--- src/hdl/decimal_mantissa_to_text_core_macros.svh ---
// ----------------------------------------------------------------------------
// decimal_mantissa_to_text_core assertion macros
// shared property wrappers for the formatter's checks
// ----------------------------------------------------------------------------
`ifndef DECIMAL_MANTISSA_TO_TEXT_CORE_MACROS_SVH
`define DECIMAL_MANTISSA_TO_TEXT_CORE_MACROS_SVH

// checked only outside reset
`define DMT_ASSERT(label, prop, msg) \
   label: assert property (@(posedge clock) disable iff (reset) prop) else $error(msg);

// checked at every edge, reset included
`define DMT_ASSERT_ALWAYS(label, prop, msg) \
   label: assert property (@(posedge clock) prop) else $error(msg);

`endif

--- src/hdl/dmt_pkg.sv ---
// ----------------------------------------------------------------------------
// dmt_pkg
// types, constants and text tables of the decimal mantissa formatter
// ----------------------------------------------------------------------------
package dmt_pkg;

   localparam int InputBits  = 96;
   localparam int ScaleW     = 5;
   localparam int KindW      = 2;
   localparam int CharW      = 7;
   localparam int PosW       = 5;
   localparam int MaxScale   = 28;
   localparam int MaxResults = 31;

   localparam logic [CharW-1:0] CharZero  = 7'h30;
   localparam logic [CharW-1:0] CharPoint = 7'h2e;
   localparam logic [CharW-1:0] CharMinus = 7'h2d;

   localparam int LenInf    = 8;
   localparam int LenNegInf = 17;
   localparam int LenNan    = 3;

   localparam logic [8*LenInf-1:0]    WordInf    = "INFINITY";
   localparam logic [8*LenNegInf-1:0] WordNegInf = {"NEGATIVE_", WordInf};
   localparam logic [8*LenNan-1:0]    WordNan    = "NAN";

   typedef enum logic [KindW-1:0] {
      KIND_NORMAL  = 2'd0,
      KIND_INF     = 2'd1,
      KIND_NEG_INF = 2'd2,
      KIND_NAN     = 2'd3
   } kind_type;

   typedef struct packed {
      logic [InputBits-1:0] mantissa;
      logic                 negative;
      logic [ScaleW-1:0]    scale;
      kind_type             kind;
   } item_type;

   typedef struct packed {
      logic full;
      logic empty;
   } queue_status_type;

   function automatic logic [PosW-1:0] word_len(input kind_type kind);
      logic [PosW-1:0] len;
      case (kind)
         KIND_INF:     len = PosW'(LenInf);
         KIND_NEG_INF: len = PosW'(LenNegInf);
         KIND_NAN:     len = PosW'(LenNan);
         default:      len = PosW'(1);
      endcase
      return len;
   endfunction

   function automatic logic [CharW-1:0] word_char(input kind_type kind,
                                                   input logic [PosW-1:0] idx);
      logic [7:0] c;
      c = 8'h00;
      case (kind)
         KIND_INF: begin
            if (int'(idx) < LenInf) c = WordInf[8*(LenInf-1-int'(idx)) +: 8];
         end
         KIND_NEG_INF: begin
            if (int'(idx) < LenNegInf) c = WordNegInf[8*(LenNegInf-1-int'(idx)) +: 8];
         end
         KIND_NAN: begin
            if (int'(idx) < LenNan) c = WordNan[8*(LenNan-1-int'(idx)) +: 8];
         end
         default: c = 8'h00;
      endcase
      return c[CharW-1:0];
   endfunction

endpackage

--- src/hdl/dmt_front.sv ---
// ----------------------------------------------------------------------------
// dmt_front
// accepts request transfers, decodes kind and clamps the scale
// ----------------------------------------------------------------------------
module dmt_front
   import dmt_pkg::*;
(
   input  logic             req_tvalid,
   output logic             req_tready,
   input  logic [103:0]     req_tdata,
   input  logic [1:0]       req_tuser,
   input  queue_status_type q_status,
   output logic             q_push,
   output item_type         q_item
);

   logic [ScaleW-1:0] raw_scale;

   assign raw_scale  = req_tdata[InputBits+ScaleW:InputBits+1];
   assign req_tready = !q_status.full;
   assign q_push     = req_tvalid && !q_status.full;

   always_comb begin
      q_item.mantissa = req_tdata[InputBits-1:0];
      q_item.negative = req_tdata[InputBits];
      // scales beyond the supported range print as the largest one
      q_item.scale    = (raw_scale > ScaleW'(MaxScale)) ? ScaleW'(MaxScale) : raw_scale;
      case (req_tuser)
         2'd1:    q_item.kind = KIND_INF;
         2'd2:    q_item.kind = KIND_NEG_INF;
         2'd3:    q_item.kind = KIND_NAN;
         default: q_item.kind = KIND_NORMAL;
      endcase
   end

endmodule

--- src/hdl/dmt_queue.sv ---
// ----------------------------------------------------------------------------
// dmt_queue
// two-entry queue of decoded items between front and back
// ----------------------------------------------------------------------------
module dmt_queue
   import dmt_pkg::*;
(
   input  logic             clock,
   input  logic             reset,
   input  logic             push,
   input  item_type         push_item,
   input  logic             pop,
   output item_type         head_item,
   output queue_status_type status
);

   localparam int Depth = 2;

   item_type   entry_ff [Depth];
   logic       wr_ptr_ff, wr_ptr_in;
   logic       rd_ptr_ff, rd_ptr_in;
   logic [1:0] count_ff, count_in;
   logic       do_push, do_pop;

   assign status.full  = (count_ff == 2'(Depth));
   assign status.empty = (count_ff == 2'd0);
   assign do_push      = push && !status.full;
   assign do_pop       = pop && !status.empty;
   assign head_item    = entry_ff[rd_ptr_ff];

   always_comb begin
      wr_ptr_in = do_push ? !wr_ptr_ff : wr_ptr_ff;
      rd_ptr_in = do_pop ? !rd_ptr_ff : rd_ptr_ff;
      count_in  = count_ff;
      if (do_push && !do_pop) count_in = count_ff + 2'd1;
      else if (do_pop && !do_push) count_in = count_ff - 2'd1;
   end

   always_ff @(posedge clock) begin
      if (reset) begin
         wr_ptr_ff <= 1'b0;
         rd_ptr_ff <= 1'b0;
         count_ff  <= 2'd0;
      end else begin
         wr_ptr_ff <= wr_ptr_in;
         rd_ptr_ff <= rd_ptr_in;
         count_ff  <= count_in;
      end
   end

   always_ff @(posedge clock) begin
      if (do_push) entry_ff[wr_ptr_ff] <= push_item;
   end

endmodule

--- src/hdl/dmt_back.sv ---
// ----------------------------------------------------------------------------
// dmt_back
// double-dabble conversion, leading-zero scan and character emission
// ----------------------------------------------------------------------------
module dmt_back
   import dmt_pkg::*;
#(
   parameter int MANTISSA_BITS = 96,
   parameter int MAX_DIGITS    = 29
) (
   input  logic             clock,
   input  logic             reset,
   input  queue_status_type q_status,
   input  item_type         q_item,
   output logic             q_pop,
   output logic             rsp_tvalid,
   input  logic             rsp_tready,
   output logic [7:0]       rsp_tdata,
   output logic             rsp_tlast
);

`include "decimal_mantissa_to_text_core_macros.svh"

   localparam int NBits = (MANTISSA_BITS < InputBits) ? MANTISSA_BITS : InputBits;
   localparam int StepW = $clog2(NBits + 1);
   localparam int CntW  = $clog2(MAX_DIGITS + 1);
   localparam int DigW  = 4 * MAX_DIGITS;
   localparam int CmpW  = CntW + ScaleW;

   typedef enum logic [9:0] {
      ST_IDLE       = 10'b0000000001,
      ST_CONVERT    = 10'b0000000010,
      ST_SCAN       = 10'b0000000100,
      ST_SIGN       = 10'b0000001000,
      ST_LEAD_ZERO  = 10'b0000010000,
      ST_LEAD_POINT = 10'b0000100000,
      ST_PAD        = 10'b0001000000,
      ST_DIGITS     = 10'b0010000000,
      ST_MID_POINT  = 10'b0100000000,
      ST_WORD       = 10'b1000000000
   } state_type;

   state_type         state_ff, state_in;
   logic [NBits-1:0]  shift_ff, shift_in;
   logic [DigW-1:0]   digits_ff, digits_in;
   logic [StepW-1:0]  step_ff, step_in;
   logic [CntW-1:0]   cnt_ff, cnt_in;
   logic [ScaleW-1:0] pad_ff, pad_in;
   logic [PosW-1:0]   pos_ff, pos_in;
   logic [PosW-1:0]   widx_ff, widx_in;
   logic              neg_ff, neg_in;
   logic [ScaleW-1:0] scale_ff, scale_in;
   kind_type          kind_ff, kind_in;
   logic              valid_ff, valid_in;
   logic [CharW-1:0]  char_ff, char_in;
   logic              last_ff, last_in;

   logic [DigW-1:0]   adjusted;
   logic [3:0]        top_digit;
   logic [CmpW-1:0]   scale_x, cnt_x, cnt_m1_x, pad_x;
   logic              lead_form;
   state_type         body_state;
   logic              slot_free;
   logic              emit_req, emit_final, emit, emit_last;
   logic [CharW-1:0]  emit_char;

   // add three to every digit of five or more before the shift
   always_comb begin
      for (int d = 0; d < MAX_DIGITS; d++) begin
         adjusted[4*d +: 4] = (digits_ff[4*d +: 4] >= 4'd5) ?
                              digits_ff[4*d +: 4] + 4'd3 : digits_ff[4*d +: 4];
      end
   end

   assign top_digit  = digits_ff[DigW-1 -: 4];
   assign scale_x    = {{CntW{1'b0}}, scale_ff};
   assign cnt_x      = {{ScaleW{1'b0}}, cnt_ff};
   assign cnt_m1_x   = cnt_x - CmpW'(1);
   assign pad_x      = scale_x - cnt_x;
   assign lead_form  = (scale_x >= cnt_x);
   assign body_state = lead_form ? ST_LEAD_ZERO : ST_DIGITS;
   assign slot_free  = !valid_ff || rsp_tready;
   assign q_pop      = (state_ff == ST_IDLE) && !q_status.empty;

   // character wanted by the current state
   always_comb begin
      emit_req   = 1'b0;
      emit_final = 1'b0;
      emit_char  = CharZero;
      case (state_ff)
         ST_SIGN: begin
            emit_req  = 1'b1;
            emit_char = CharMinus;
         end
         ST_LEAD_ZERO, ST_PAD: begin
            emit_req  = 1'b1;
            emit_char = CharZero;
         end
         ST_LEAD_POINT, ST_MID_POINT: begin
            emit_req  = 1'b1;
            emit_char = CharPoint;
         end
         ST_DIGITS: begin
            emit_req   = 1'b1;
            emit_char  = CharZero + {3'b000, top_digit};
            emit_final = (cnt_ff == CntW'(1));
         end
         ST_WORD: begin
            emit_req   = 1'b1;
            emit_char  = word_char(kind_ff, widx_ff);
            emit_final = (widx_ff == word_len(kind_ff) - PosW'(1));
         end
         default: emit_req = 1'b0;
      endcase
   end

   assign emit      = emit_req && slot_free;
   // text is cut at the result limit
   assign emit_last = emit_final || (pos_ff == PosW'(MaxResults - 1));

   always_comb begin
      state_in  = state_ff;
      shift_in  = shift_ff;
      digits_in = digits_ff;
      step_in   = step_ff;
      cnt_in    = cnt_ff;
      pad_in    = pad_ff;
      pos_in    = pos_ff;
      widx_in   = widx_ff;
      neg_in    = neg_ff;
      scale_in  = scale_ff;
      kind_in   = kind_ff;
      valid_in  = rsp_tready ? 1'b0 : valid_ff;
      char_in   = char_ff;
      last_in   = last_ff;

      if (emit) begin
         valid_in = 1'b1;
         char_in  = emit_char;
         last_in  = emit_last;
         pos_in   = pos_ff + PosW'(1);
      end

      case (state_ff)
         ST_IDLE: begin
            if (q_pop) begin
               neg_in    = q_item.negative;
               scale_in  = q_item.scale;
               kind_in   = q_item.kind;
               shift_in  = q_item.mantissa[NBits-1:0];
               digits_in = '0;
               step_in   = StepW'(NBits);
               pos_in    = '0;
               widx_in   = '0;
               state_in  = (q_item.kind == KIND_NORMAL) ? ST_CONVERT : ST_WORD;
            end
         end
         ST_CONVERT: begin
            digits_in = {adjusted[DigW-2:0], shift_ff[NBits-1]};
            shift_in  = shift_ff << 1;
            step_in   = step_ff - StepW'(1);
            if (step_ff == StepW'(1)) begin
               cnt_in   = CntW'(MAX_DIGITS);
               state_in = ST_SCAN;
            end
         end
         ST_SCAN: begin
            // drop leading zeros one digit a cycle, keep at least one digit
            if (top_digit == 4'd0 && cnt_ff > CntW'(1)) begin
               digits_in = {digits_ff[DigW-5:0], 4'h0};
               cnt_in    = cnt_ff - CntW'(1);
            end else begin
               state_in = neg_ff ? ST_SIGN : body_state;
            end
         end
         ST_SIGN: begin
            if (emit) state_in = body_state;
         end
         ST_LEAD_ZERO: begin
            if (emit) state_in = ST_LEAD_POINT;
         end
         ST_LEAD_POINT: begin
            if (emit) begin
               pad_in   = pad_x[ScaleW-1:0];
               state_in = (pad_x != '0) ? ST_PAD : ST_DIGITS;
            end
         end
         ST_PAD: begin
            if (emit) begin
               pad_in = pad_ff - ScaleW'(1);
               if (pad_ff == ScaleW'(1)) state_in = ST_DIGITS;
            end
         end
         ST_DIGITS: begin
            if (emit) begin
               digits_in = {digits_ff[DigW-5:0], 4'h0};
               cnt_in    = cnt_ff - CntW'(1);
               if (scale_ff != '0 && cnt_m1_x == scale_x) state_in = ST_MID_POINT;
            end
         end
         ST_MID_POINT: begin
            if (emit) state_in = ST_DIGITS;
         end
         ST_WORD: begin
            if (emit) widx_in = widx_ff + PosW'(1);
         end
         default: state_in = ST_IDLE;
      endcase

      if (emit && emit_last) state_in = ST_IDLE;
   end

   always_ff @(posedge clock) begin
      if (reset) begin
         state_ff <= ST_IDLE;
         valid_ff <= 1'b0;
      end else begin
         state_ff <= state_in;
         valid_ff <= valid_in;
      end
   end

   always_ff @(posedge clock) begin
      shift_ff  <= shift_in;
      digits_ff <= digits_in;
      step_ff   <= step_in;
      cnt_ff    <= cnt_in;
      pad_ff    <= pad_in;
      pos_ff    <= pos_in;
      widx_ff   <= widx_in;
      neg_ff    <= neg_in;
      scale_ff  <= scale_in;
      kind_ff   <= kind_in;
      char_ff   <= char_in;
      last_ff   <= last_in;
   end

   assign rsp_tvalid = valid_ff;
   assign rsp_tdata  = {1'b0, char_ff};
   assign rsp_tlast  = last_ff;

   `DMT_ASSERT(a_convert_steps_left, (state_ff == ST_CONVERT) |-> (step_ff != '0), "conversion ran out of steps")
   `DMT_ASSERT(a_digits_left, (state_ff == ST_DIGITS) |-> (cnt_ff != '0), "digit emission with no digit left")
   `DMT_ASSERT(a_pad_left, (state_ff == ST_PAD) |-> (pad_ff != '0), "padding with no zero left")
   `DMT_ASSERT(a_last_ends_text, (emit && emit_last) |=> (state_ff == ST_IDLE), "text did not end after its last character")
   `DMT_ASSERT_ALWAYS(a_reset_idle, reset |=> (state_ff == ST_IDLE && !valid_ff), "reset did not clear the back end")

endmodule

--- src/hdl/decimal_mantissa_to_text_core.sv ---
// ----------------------------------------------------------------------------
// decimal_mantissa_to_text_core
// formats a 96-bit binary mantissa with sign and decimal scale as ASCII text
// ----------------------------------------------------------------------------
// One request transfer carries a mantissa, sign, scale and value kind; the
// response stream returns the text one character per transfer, tlast on the
// final character. A normal value is converted by double-dabble over its
// low MANTISSA_BITS (at most 96) bits in the digit adjuster, stripped of
// leading zeros while the layout is picked, then emitted one character per
// cycle (at most 31) while the response side does not stall; special kinds
// skip conversion and emit their word. A two-entry queue holds accepted
// requests while the back end works, so requests keep flowing until that
// queue fills.
module decimal_mantissa_to_text_core
   import dmt_pkg::*;
#(
   parameter int MANTISSA_BITS = 96,
   parameter int MAX_DIGITS    = 29
) (
   input  logic         clock,
   input  logic         reset,
   input  logic         req_tvalid,
   output logic         req_tready,
   // [63:0] mantissa_low, [95:64] mantissa_high, [96] negative,
   // [101:97] scale, [103:102] zero
   input  logic [103:0] req_tdata,
   // [1:0] value_kind
   input  logic [1:0]   req_tuser,
   output logic         rsp_tvalid,
   input  logic         rsp_tready,
   // [6:0] out_char, [7] zero
   output logic [7:0]   rsp_tdata,
   // last_char
   output logic         rsp_tlast
);

   queue_status_type q_status;
   item_type         push_item, head_item;
   logic             q_push, q_pop;

   dmt_front u_front (
      .req_tvalid (req_tvalid),
      .req_tready (req_tready),
      .req_tdata  (req_tdata),
      .req_tuser  (req_tuser),
      .q_status   (q_status),
      .q_push     (q_push),
      .q_item     (push_item)
   );

   dmt_queue u_queue (
      .clock     (clock),
      .reset     (reset),
      .push      (q_push),
      .push_item (push_item),
      .pop       (q_pop),
      .head_item (head_item),
      .status    (q_status)
   );

   dmt_back #(
      .MANTISSA_BITS (MANTISSA_BITS),
      .MAX_DIGITS    (MAX_DIGITS)
   ) u_back (
      .clock      (clock),
      .reset      (reset),
      .q_status   (q_status),
      .q_item     (head_item),
      .q_pop      (q_pop),
      .rsp_tvalid (rsp_tvalid),
      .rsp_tready (rsp_tready),
      .rsp_tdata  (rsp_tdata),
      .rsp_tlast  (rsp_tlast)
   );

endmodule

--- config.mk ---
export PLATFORM = sky130hd
export DESIGN_NAME = decimal_mantissa_to_text_core
export DESIGN_NICKNAME = d
export VERILOG_FILES = /design/src/hdl/dmt_pkg.sv /design/src/hdl/dmt_front.sv /design/src/hdl/dmt_queue.sv /design/src/hdl/dmt_back.sv /design/src/hdl/decimal_mantissa_to_text_core.sv
export VERILOG_INCLUDE_DIRS = /design/src /design/src/hdl
export SDC_FILE = /design/constraint.sdc
export NUM_CORES = 1
export LEC_CHECK = 0
export BUFFER_PORTS_ARGS = -buffer_cell sky130_fd_sc_hd__buf_4
export CAP_MARGIN = 20
export CORE_ASPECT_RATIO = 0.8
export CORE_UTILIZATION = 25
export DETAILED_ROUTE_END_ITERATION = 8
export GPL_ROUTABILITY_DRIVEN = 0
export SETUP_SLACK_MARGIN = 0.5
export SLEW_MARGIN = 20
export SYNTH_ARGS = -nofsm -noshare
export SYNTH_HDL_FRONTEND = slang
export SYNTH_SLANG_ARGS = --single-unit
export TNS_END_PERCENT = 1
--- constraint.sdc ---
create_clock -name clock -period 10.5 [get_ports clock]
set_input_delay 2.1 -clock clock [delete_from_list [all_inputs] [get_ports clock]]
set_output_delay 2.1 -clock clock [all_outputs]
set_load 0.01 [all_outputs]
-- Word level (Yosys, flattened, before mapping)
Memories as Yosys holds them, arrays and structs flattened. A register that Yosys moved wholly into a read port is not among the register bits.
Index checks and enable logic that the tools add are counted.
- add/sub/neg operators: 43
- multipliers: 0
- divide/modulo/power cells: 0
- magnitude comparators: 35
- eq/ne operators: 36
- shift-type cells: 3
- mux-type cells: 85
- bitwise logic cells: 1
- reductions and logical operators: 41
- operator list (operator ; count):
    116-bit one-hot mux with 4 select lines ; 1
    116-bit 2-to-1 mux ; 3
    96-bit one-hot mux with 2 select lines ; 1
    136-bit by 32-bit variable part select with 7-bit output, first input constant ; 1
    10-bit 2-to-1 mux ; 13
    4-bit by 3-bit greater-or-equal comparator with 1-bit output, second input constant ; 29
    4-bit by 2-bit adder with 4-bit output, second input constant ; 28
    4-bit 2-to-1 mux ; 28
    10-bit one-hot mux with 10 select lines ; 1
    96-bit 2-to-1 mux ; 1
    64-bit by 9-bit variable part select with 7-bit output, first input constant ; 1
    5-bit 2-to-1 mux ; 12
    24-bit by 32-bit variable part select with 7-bit output, first input constant ; 1
    5-bit one-hot mux with 3 select lines ; 2
    7-bit 2-to-1 mux ; 4
    7-bit one-hot mux with 4 select lines ; 1
    2-bit by 1-bit inequality test with 1-bit output, second input constant ; 11
    7-bit one-hot mux with 3 select lines ; 1
    5-bit one-hot mux with 2 select lines ; 2
    8-bit 2-to-1 mux ; 2
    5-bit by 1-bit subtractor with 5-bit output, second input constant ; 3
    7-bit one-hot mux with 2 select lines ; 1
    12-bit AND reduction ; 1
    5-bit by 1-bit adder with 5-bit output, second input constant ; 2
    other kinds (55) ; 94
- register bits after elaboration: 270
- latch bits: 0
- bits in writable memories: 208
- bits in read-only memories: 0
- memories: 1
- memory list (name ; words ; bits a word ; read ports ; clocked after memory_dff ; wr ports ; line ; text):
    u_queue.entry_ff ; 2 ; 104 ; 1 ; 1 ; 1 ; dmt_queue.sv:19 ; item_type entry_ff [Depth];

-- Logic depth before layout (Yosys ltp)
Gate-level depths: netlist of the first run.
- depth in word-level cells: 9
- mapped depth: 9

-- By module
A second synthesis of the first run with hierarchy kept.
- cell total of the unflattened synthesis: 2049
- area total of the unflattened synthesis: 23862.9 um2
- modules (own cells, without submodules) (module ; instances ; cells an instance ; area an instance (um2)):
    dmt_back ; 1 ; 1593 ; 15114.5
    dmt_queue ; 1 ; 349 ; 7973.9
    dmt_front ; 1 ; 107 ; 774.5

-- Worst setup path before layout of the first run
Ideal clock, no wire load.
- kind: in2reg
- start: in rsp_tready
- end: reg u_back.digits_ff[0], enable pin
- library setup time: 733 ps
- arrival time: 10215 ps
- path slack: -449 ps
- stages on the path: 3
- path buffers: 0
- cell sequence: nand2b_1 o21ai_0 nor3_1
- word-level cells in the longest chain between the ends: 4
- RTL lines (element ; line ; text):
    start, declared ; decimal_mantissa_to_text_core.sv:30 ; input logic rsp_tready,
    1-bit logical OR ; dmt_back.sv:82 ; assign slot_free = !valid_ff || rsp_tready;
    1-bit logical AND ; dmt_back.sv:117 ; assign emit = emit_req && slot_free;
    2-bit by 1-bit inequality test with 1-bit output (no line) ; n/a ;
    4-bit AND reduction (no line) ; n/a ;
    end signal, assigned ; dmt_back.sv:225 ; digits_ff <= digits_in;
    end, declared ; dmt_back.sv:45 ; logic [DigW-1:0] digits_ff, digits_in;
Every way passes these cells.
A chain may end at the register's enable or synchronous reset.

-- Worst setup path in the final report of the first run
- start: reg u_back.cnt_ff[1]
- end: reg u_back.digits_ff[28], enable pin
- word-level cells in the longest chain between the ends: 4
- RTL lines (element ; line ; text):
    start, declared ; dmt_back.sv:47 ; logic [CntW-1:0] cnt_ff, cnt_in;
    start signal, assigned ; dmt_back.sv:227 ; cnt_ff <= cnt_in;
    5-bit by 1-bit greater-than comparator with 1-bit output ; dmt_back.sv:169 ; if (top_digit == 4'd0 && cnt_ff > CntW'(1)) begin
    1-bit logical AND ; dmt_back.sv:169 ;
    2-bit by 1-bit inequality test with 1-bit output (no line) ; n/a ;
    4-bit AND reduction (no line) ; n/a ;
Every way passes these cells.

==> flow_summary.toml, run 1 <==
[status]
status = "completed"

[synthesis]
async_reset_ff_share_pct = 0
avgSynthCellArea_sq_um = 12.5
synth_top_family_by_area = "compound AO/OA/AOI/OAI gates"
yosysUniqueCellTypes = 75
synthFlopType = "edfxtp_1"
yosysSeqAreaShare_pct = 63.4
synth_compound_area_share_pct = 10.9
syn_nets = 1981
ys_warn_count = 0
synthTopCellsByCount = "458 x edfxtp_1, 196 x o21ai_0, 178 x nand2_1, 121 x a21oi_1, 99 x mux2i_1"
synth_xor_area_share_pct = 3.02
yosysTopAreaCell = "edfxtp_1"
muxShareOfSynthArea_pct = 4.89
synth_adder_area_share_pct = 4.45
synthTopCellsByArea = "edfxtp_1 62%, mux2i_1 4.4%, o21ai_0 4.4%, ha_1 4.3%, nand2_1 3.0%"
synth_edf_count = 458
synth_top_cell_area_share_pct = 61.5
syn_area_sq_um = 22300
yosysMostFrequentCell = "edfxtp_1"
syn_inst = 1793
yosys.area_share.simple_pct = 10.2
yosys_register_bits = 479

[routing]
vias = 13966
dr.max_layer_used = "met5"
wl_per_cell_um = 14.2
route.final.wire_length_um = 44200
drc = 0
wl_met2_um = 20400
drtIter0Drc = 1012
wl_met1_um = 20000
vias_per_cell = 4.47
antenna_left = 0
wl_met3_um = 2800
drtPass1Iterations = 5

[floorplanning]
core_area_sq_um = 88000
ioPinCount = 121
rows = 97
initial_core_util_pct = 25.4
dieArea_sq_um = 90600
die_w_um = 336
die_h_um = 269

[setup_path]
crit_fanout = 62
cp-end-kind = "flop"
cp.required_ns = 10.71
worstSetupStartpointType = "flop"
path_class = "reg -> reg"
cp.arrival_ns = 4.38

[timing]
fmax_ghz = 0.240
layout_min_cycle_time_ns = 4.17
finClkSkew_ns = 0.0300
slew-limit-headroom_pct = 33.9
setup_ws_ns = 6.33
finalHoldViolations = 0
grt_setup_unrepaired = "false"
post-route-period-util_pct = 39.7
worst_pin_slew_ns = 0.991
tns_ns = 0
finalSetupViolCount = 0
maxSlewViolCount = 0

[placed_design]
dp_hpwl_um = 27800
pre_cts_ws_ns = 5.88
portBuffers = 117

[grt]
grt_usage_pct = 9.67
grt-ovfl-total = 0
grt_max_degree = 93
antenna_found_initial = 5
grt_pass1_wl_um = 73000
grt_pass1_vias = 14327

[final_layout]
fillers = 8875
finalNetCount = 2081
area_growth_pct = 17.3
drive_above_1_share_pct = 12.8
n_antenna_cell = 0

[pwr]
p_total_mw = 7.36
power_density_nw_per_um2 = 281
vdd_drop_max_v = 0.000147
p_leak_nw = 8.77

[clock_network]
ctsRootBufferMaster = "clkbuf_16"
post_cts_buffers = 0
clk_pin_slew_ns = 0.06
cts_tree = "yes"
ctsResizeCount = 0
hold_buffers = 0
cts_sinks = 479
clock_latency_ns = 0.60
cts_buffer_depth = 3
h-tree-depth = 2
numCtsBuffers = 52

[run]
cap_violations = 0

[hold_path]
hold_class = "reg -> reg"
-- final cells by class --
class / count / area, sq um / area share, %
tap: 1188 / 1490 / 5.67
clock buffer: 63 / 1340 / 5.12
inverter: 84 / 315 / 1.20
sequential: 479 / 14200 / 54.1
clock inverter: 33 / 380 / 1.45
multi-input combinational: 1146 / 7530 / 28.7
timing repair buffer: 130 / 976 / 3.72
-- critical path, stage by stage, from the launching register on --
cell       delay, ns
edfxtp_1        0.46
inv_1           0.13
ha_1            0.21
o21bai_1        0.22
a2111oi_0       0.72
nand2b_1        0.19
o21ai_0         0.19
nor3_4          0.20
buf_4           0.66
buf_4           0.72
-- routing by layer --
metal | GRT usage (%) | up-vias
met5 | 0 | -
met4 | 2.76 | 10
met2 | 15.8 | 284
met1 | 12.4 | 6742
met3 | 2.75 | 88
li1 | - | 6842
-- report_power, final --
group          internal, mW  leakage [nW]  switching [mW]
Sequential             2.94          4.51           0.438
Combinational         0.841          3.42            1.28
Clock                  1.11         0.845           0.751
-- path summary, 6_finish.rpt --
kind	to	slack, ns	start	depth (start not counted)
max	u_back.digits_ff[28]$_DFFE_PP_	6.33	u_back.cnt_ff[1]$_SDFFCE_PP0P_	9
min reg2reg	u_back.pos_ff[4]$_DFF_P_	0.47	u_back.pos_ff[4]$_DFF_P_	2
max reg2reg	u_back.digits_ff[28]$_DFFE_PP_	6.33	u_back.cnt_ff[1]$_SDFFCE_PP0P_	9
min	u_back.pos_ff[4]$_DFF_P_	0.47	u_back.pos_ff[4]$_DFF_P_	2
-- kinds of logic after synthesis --
kind of cell / after synthesis
other: 1
xor gates and xnor gates: 77
muxes: 108
adders and majority gates: 79
AOI/OAI and AO/OA: 426
DFF: 479
buffers and inverters: 168
and+or+nand+nor: 455
-- through the flow --
step | hold WS, ns | instance area [sq um] | cells | util, %
after floorplan | 0.434 | 22400 | 1793 | -
after global placement | 0.458 | 24500 | 3027 | 27.8
after detailed placement | 0.465 | 24500 | 3027 | 27.8
after CTS | 0.475 | 26200 | 3123 | 29.8
after global routing | 0.508 | 26200 | 3123 | 29.8
final | 0.473 | 26200 | 3123 | 29.8
-- cell usage in the layout, fill, tap and decap left out, drive strengths merged, types with 6 or more instances in the layout --
master  count
nor2b      14
nand2     178
ha         77
buf       130
mux2i      99
nor4        8
bufinv      8
nand4      12
nor2       87
and3        9
o22ai      48
and2        6
inv        82
o21ai     199
nor3b      44
o32ai      12
clkbuf     63
clkinv     25
nand3      18
nor3       22
a21oi     121
edfxtp    458
xnor2      49
o31ai       6
mux2        9
dfxtp      21
nand2b     33
xor2       28
-- registers in the layout, summed over array words and instances (netlist names), named ones only --
signal,count
u_queue.entry_ff,208
u_back.digits_ff,116
u_back.shift_ff,96
u_back.state_ff,10
u_back.char_ff,7
u_back.step_ff,7
u_back.cnt_ff,5
u_back.pad_ff,5
u_back.pos_ff,5
u_back.scale_ff,5
u_back.widx_ff,5
u_back.kind_ff,2
u_queue.count_ff,2
u_back.neg_ff,1
u_back.rsp_tlast,1
u_back.rsp_tvalid,1
u_queue.rd_ptr_ff,1
u_queue.wr_ptr_ff,1
Power figures use the tool's default switching activity.
==> run 2, diff against run 1 <==
==> constraint.sdc (replaced) <==
create_clock -name clock -period 3.7 [get_ports clock]
set_input_delay 0.74 -clock clock [delete_from_list [all_inputs] [get_ports clock]]
set_output_delay 0.74 -clock clock [all_outputs]
set_load 0.01 [all_outputs]
==> run 2 against run 1 <==
Wire length up 3.0%. Combinational power rose to 3.0 times the previous value. Critical path depth down 3. Count of clock-buffer cells in the layout up 6. Sequential share of layout area down 0.70 points. Final area up 1.3%. Non-clock buffer count up 14. Die area unchanged.
==> flow_summary.toml, run 2 (synthesized netlist as in run 1, its figures left out) <==
[status]
status = "completed"

[setup_path]
critical_path_buf_inv_count = 0
cp.arrival_ns = 3.45
path_class = "reg -> reg"
path_cells = "nor3_1 > nand4_1 > a2111oi_0 > a311o_2 > a21o_4 > a21oi_1"
r2r_slack_ns = 0.76
cp.required_ns = 4.20
critPathSlowestCell = "nand4_1"
crit_fanout = 14
r2r_start = "u_back.state_ff[3]$_SDFFE_PP0P_"
cp_slowest_stage_delay_ns = 0.70
rr_worst_depth = 6
critPathTopFamily = "simple AND/OR/NAND/NOR gates"
r2r-end = "u_back.state_ff[4]$_SDFFE_PP0P_"
worstSetupStartpointType = "flop"
cp-end-kind = "flop"

[timing]
layout_min_cycle_time_ns = 2.94
finClkSkew_ns = 0.0606
finalSetupViolCount = 0
setup_ws_ns = 0.758
fmax_ghz = 0.340
maxSlewViolCount = 0
finalHoldViolations = 0
grt_setup_unrepaired = "false"
worst_pin_slew_ns = 0.902
post-route-period-util_pct = 79.5
slew-limit-headroom_pct = 39.9
hold_ws_ns = 0.294
tns_ns = 0

[placed_design]
portBuffers = 117
placed_cell_area_sq_um = 24800
dp_hpwl_um = 29100
placedCellCount = 3041
pre_cts_ws_ns = 0.784

[clock_network]
cts_tree = "yes"
hold_buffers = 0
cts_sinks = 479
cts_buffer_depth = 3
post_cts_buffers = 0
numCtsBuffers = 54
clk_pin_slew_ns = 0.06
clock_latency_ns = 0.63
ctsResizeCount = 0
h-tree-depth = 2
ctsRootBufferMaster = "clkbuf_16"

[pwr]
p_leak_nw = 8.92
power.switching_mw = 7.23
pwr-share-seq_pct = 44.7
combPwrFrac_pct = 30.2
p_int_mw = 14.1
vdd_drop_max_v = 0.000505
p_total_mw = 21.3
power_density_nw_per_um2 = 803
clockPowerShare_pct = 25.1
swShare_pct = 33.9

[final_layout]
final_cell_mix = "458 x edfxtp_1, 195 x o21ai_0, 177 x nand2_1"
design_area_sq_um = 26500
drive_above_1_share_pct = 13.8
reg.largest.list = "u_queue.entry_ff: 208 flops, u_back.digits_ff: 116 flops, u_back.shift_ff: 96 flops"
fin_cells = 3141
seq_area_sq_um = 14200
area_growth_pct = 18.8
fillers = 8824
n_antenna_cell = 0
largest_reg_flops = 208
layout_commonest_cell = "edfxtp_1"
top_register = "u_queue.entry_ff"
finalNetCount = 2097
final_util_pct = 30.2
multi_input_area_sq_um = 7550

[floorplanning]
core_area_sq_um = 88000
die_w_um = 336
die_h_um = 269
ioPinCount = 121
initial_core_util_pct = 25.4
dieArea_sq_um = 90600
rows = 97

[grt]
grt_pass1_wl_um = 74500
grt_max_degree = 115
grt_pass1_vias = 14248
grt-ovfl-total = 0
antenna_found_initial = 3
grt_usage_pct = 9.93

[routing]
route.final.wire_length_um = 45500
drtIter0Drc = 959
vias_per_cell = 4.48
wl_per_cell_um = 14.5
antenna_left = 0
drtPass1Iterations = 5
drc = 0
vias = 14061

[run]
cap_violations = 0

[hold_path]
hold_class = "in -> reg"
min_from = "req_tdata[89]"
hold-path-cell-count = 1
hold_end = "u_queue.entry_ff[0][97]$_DFFE_PP_"
[run 2: cell count changes in the layout (fill, tap and decap cells not counted), moves of 2 or more]
| cell | change |
|---|---|
| clkbuf_16 | +2 |
| clkinv_2 | -4 |
| bufinv_16 | -3 |
| clkinv_1 | +2 |
| clkbuf_8 | +4 |
| buf_12 | +12 |
[run 2: power by group through the flow]
stage                     Combinational (mW)  Clock [mW]  Sequential (mW)
after floorplan                         4.86           0             9.25
after global placement                  6.17           0             9.54
after detailed placement                6.45           0             9.63
after CTS                               6.48        5.55             9.54
after global routing                    7.24        5.74             9.77
final                                   6.42        5.35             9.53
[run 2: worst reg2reg max path, cell delays in order (launching register included)]
cell	delay, ns
dfxtp_1	0.46
nor3_1	0.60
nand4_1	0.70
a2111oi_0	0.59
a311o_2	0.23
a21o_4	0.19
a21oi_1	0.06
[run 2: worst max path at each step]
stage	startpoint	to	slack, ns	depth (start not counted)
after floorplan	u_back.state_ff[4]$_SDFFE_PP0P_	u_back.digits_ff[0]$_DFFE_PP_	-0.90	6
after global placement	u_back.state_ff[3]$_SDFFE_PP0P_	u_back.state_ff[7]$_SDFFE_PP0P_	0.92	6
after detailed placement	u_back.state_ff[3]$_SDFFE_PP0P_	u_back.widx_ff[1]$_SDFFCE_PN0P_	0.78	3
after CTS	u_back.state_ff[3]$_SDFFE_PP0P_	u_back.state_ff[8]$_SDFFE_PP0P_	0.76	6
after global routing	u_back.state_ff[3]$_SDFFE_PP0P_	u_back.state_ff[4]$_SDFFE_PP0P_	0.54	6
final	u_back.state_ff[3]$_SDFFE_PP0P_	u_back.state_ff[4]$_SDFFE_PP0P_	0.76	6
[run 2: final cells by class]
cell class / instances / area share, %
multi-input cells: 1146 / 28.4
clock inverters: 31 / 1.28
well taps: 1188 / 5.60
repair buffers: 144 / 4.65
flip-flops and latches: 479 / 53.4
clock buffers: 69 / 5.45
inverters: 84 / 1.19
[run 2: metal layers]
metal	up-vias	global-route usage [%]	share of wire, %
met5	-	0	0.099
met4	6	2.69	1.9
met3	70	1.99	4.6
met2	274	16.2	47
met1	6837	13.3	47
li1	6874	-	-
==> run 3, diff against run 2 <==
==> constraint.sdc (replaced) <==
create_clock -name clock -period 2.7 [get_ports clock]
set_input_delay 0.54 -clock clock [delete_from_list [all_inputs] [get_ports clock]]
set_output_delay 0.54 -clock clock [all_outputs]
set_load 0.01 [all_outputs]
==> run 3 against run 2 <==
Clock power is 32% higher. Final cell count is 2.0% higher. Flip-flop and latch count stayed put. Die area stayed put. Utilization is 0.66 points higher. Hold slack worse by 0.18 ns. Register-to-register slack worse by 0.42 ns. Critical path type unchanged. Highest routed layer unchanged.
==> flow_summary.toml, run 3 (synthesized netlist as in run 1, its figures left out) <==
[pwr]
pwr-share-seq_pct = 43.4
vdd_drop_max_v = 0.000569
clockPowerShare_pct = 23.8
combPwrFrac_pct = 32.8
power_density_nw_per_um2 = 1100
power.switching_mw = 10.1
swShare_pct = 33.9
p_total_mw = 29.7
p_leak_nw = 9.26
p_int_mw = 19.7

[setup_path]
crit_fanout = 6
rr_worst_depth = 9
path_cells = "buf_4 > ha_1 > fa_1 > nand2b_1 > a21oi_1 > xnor2_1 > and4b_1 > nor4_2 > nor4_2"
path_class = "reg -> reg"
cp-end-kind = "flop"
cp_slowest_stage_delay_ns = 0.42
cp.required_ns = 3.20
r2r_slack_ns = 0.34
critPathTopFamily = "simple AND/OR/NAND/NOR gates"
cp_common_cell = "nor4_2"
r2r_start = "u_back.cnt_ff[0]$_SDFFCE_PP1P_"
cp.arrival_ns = 2.86
r2r-end = "u_back.state_ff[7]$_SDFFE_PP0P_"
critical_path_buf_inv_count = 1
worstSetupStartpointType = "flop"
critPathSlowestCell = "fa_1"

[routing]
vias = 14251
drtIter0Drc = 953
route.final.wire_length_um = 46200
vias_per_cell = 4.45
drc = 0
drtPass1Iterations = 5
antenna_left = 0
wl_per_cell_um = 14.4

[hold_path]
hold_class = "in -> reg"
min_from = "req_tuser[1]"
hold_end = "u_queue.entry_ff[1][1]$_DFFE_PP_"
hold-path-cell-count = 1

[placed_design]
dp_hpwl_um = 30700
portBuffers = 117
pre_cts_ws_ns = 0.168

[clock_network]
h-tree-depth = 2
clk_pin_slew_ns = 0.06
cts_sinks = 479
ctsRootBufferMaster = "clkbuf_16"
cts_tree = "yes"
numCtsBuffers = 53
hold_buffers = 0
clock_latency_ns = 0.61
cts_buffer_depth = 3

[final_layout]
layout_commonest_cell = "edfxtp_1"
drive_above_1_share_pct = 17.3
final_cell_mix = "458 x edfxtp_1, 195 x o21ai_0, 193 x buf_4"
area_growth_pct = 21.4
reg.largest.list = "u_queue.entry_ff: 208 flops, u_back.digits_ff: 116 flops, u_back.shift_ff: 96 flops"
finalNetCount = 2162
largest_reg_flops = 208
n_antenna_cell = 0
top_register = "u_queue.entry_ff"

[timing]
finClkSkew_ns = 0.0457
setup_ws_ns = 0.336
worst_pin_slew_ns = 0.756
layout_min_cycle_time_ns = 2.36
slew-limit-headroom_pct = 49.5
maxSlewViolCount = 0
tns_ns = 0
grt_setup_unrepaired = "true"
post-route-period-util_pct = 87.6
finalSetupViolCount = 0
fmax_ghz = 0.423
finalHoldViolations = 0

[floorplanning]
core_area_sq_um = 88000
die_h_um = 269
rows = 97
dieArea_sq_um = 90600
initial_core_util_pct = 25.4
ioPinCount = 121
die_w_um = 336

[grt]
grt_pass1_vias = 14349
grt_usage_pct = 9.95
grt-ovfl-total = 0
grt_pass1_wl_um = 74500
grt_max_degree = 84
antenna_found_initial = 1

[run]
cap_violations = 0

[status]
status = "completed"
[run 3: cell count changes in the layout (fill, tap and decap cells not counted), moves of 3 or more]
cell	change
buf_16	+3
buf_4	+62
clkbuf_8	-4
clkinv_2	+3
nor4_1	-3
[run 3: per-layer routing]
metal / global-route usage (%) / routed length (um)
met5: 0 / 13
met4: 2.88 / 1050
met3: 1.93 / 2230
met2: 15.7 / 20900
met1: 13.8 / 22000
[run 3: stage by stage]
step	cell area (sq um)	hold slack [ns]	util [%]	instances
6_report	27100	0.114	30.8	3205
5_1_grt	27100	0.0760	30.8	3205
4_1_cts	27000	0.0692	30.6	3195
3_5_place_dp	25100	0.457	28.5	3090
3_3_place_gp	25100	0.459	28.5	3090
2_1_floorplan	22400	0.434	-	1793
[run 3: how the worst max path moves through the flow]
stage	to	from	depth (start not counted)	slack [ns]
global route	u_back.digits_ff[44]$_DFFE_PP_	u_back.cnt_ff[1]$_SDFFCE_PP0P_	9	0.19
CTS	u_back.digits_ff[0]$_DFFE_PP_	u_back.cnt_ff[1]$_SDFFCE_PP0P_	9	0.33
floorplan	u_back.digits_ff[0]$_DFFE_PP_	u_back.state_ff[4]$_SDFFE_PP0P_	6	-1.90
finish	u_back.state_ff[7]$_SDFFE_PP0P_	u_back.cnt_ff[0]$_SDFFCE_PP1P_	9	0.34
detailed placement	u_back.digits_ff[40]$_DFFE_PP_	u_back.cnt_ff[0]$_SDFFCE_PP1P_	8	0.17
global placement	u_back.digits_ff[36]$_DFFE_PP_	u_back.cnt_ff[0]$_SDFFCE_PP1P_	8	0.17
[run 3: cell type report]
type                    instances  area (sq um)
fillers                      8787         60900
flip-flops and latches        479         14200
multi-input cells            1146          7650
repair buffers                210          1780
well taps                    1188          1490
clock buffers                  64          1370
clock inverters                34           345
inverters                      84           318
[run 3: repair_timing]
item	4_1_cts	5_1_grt
buffers inserted	6	10
pin swaps	2	4
gates resized for setup	13	16
endpoints found under the setup margin	329	414
gates cloned	1	0
[run 3: power by group through the flow]
stage / clock network, mW / registers, mW / logic [mW]
3_3_place_gp: 0 / 13.0 / 8.75
4_1_cts: 7.29 / 13.0 / 9.48
6_report: 7.08 / 12.9 / 9.74
3_5_place_dp: 0 / 13.1 / 9.14
5_1_grt: 7.56 / 13.2 / 10.9
2_1_floorplan: 0 / 12.2 / 6.21
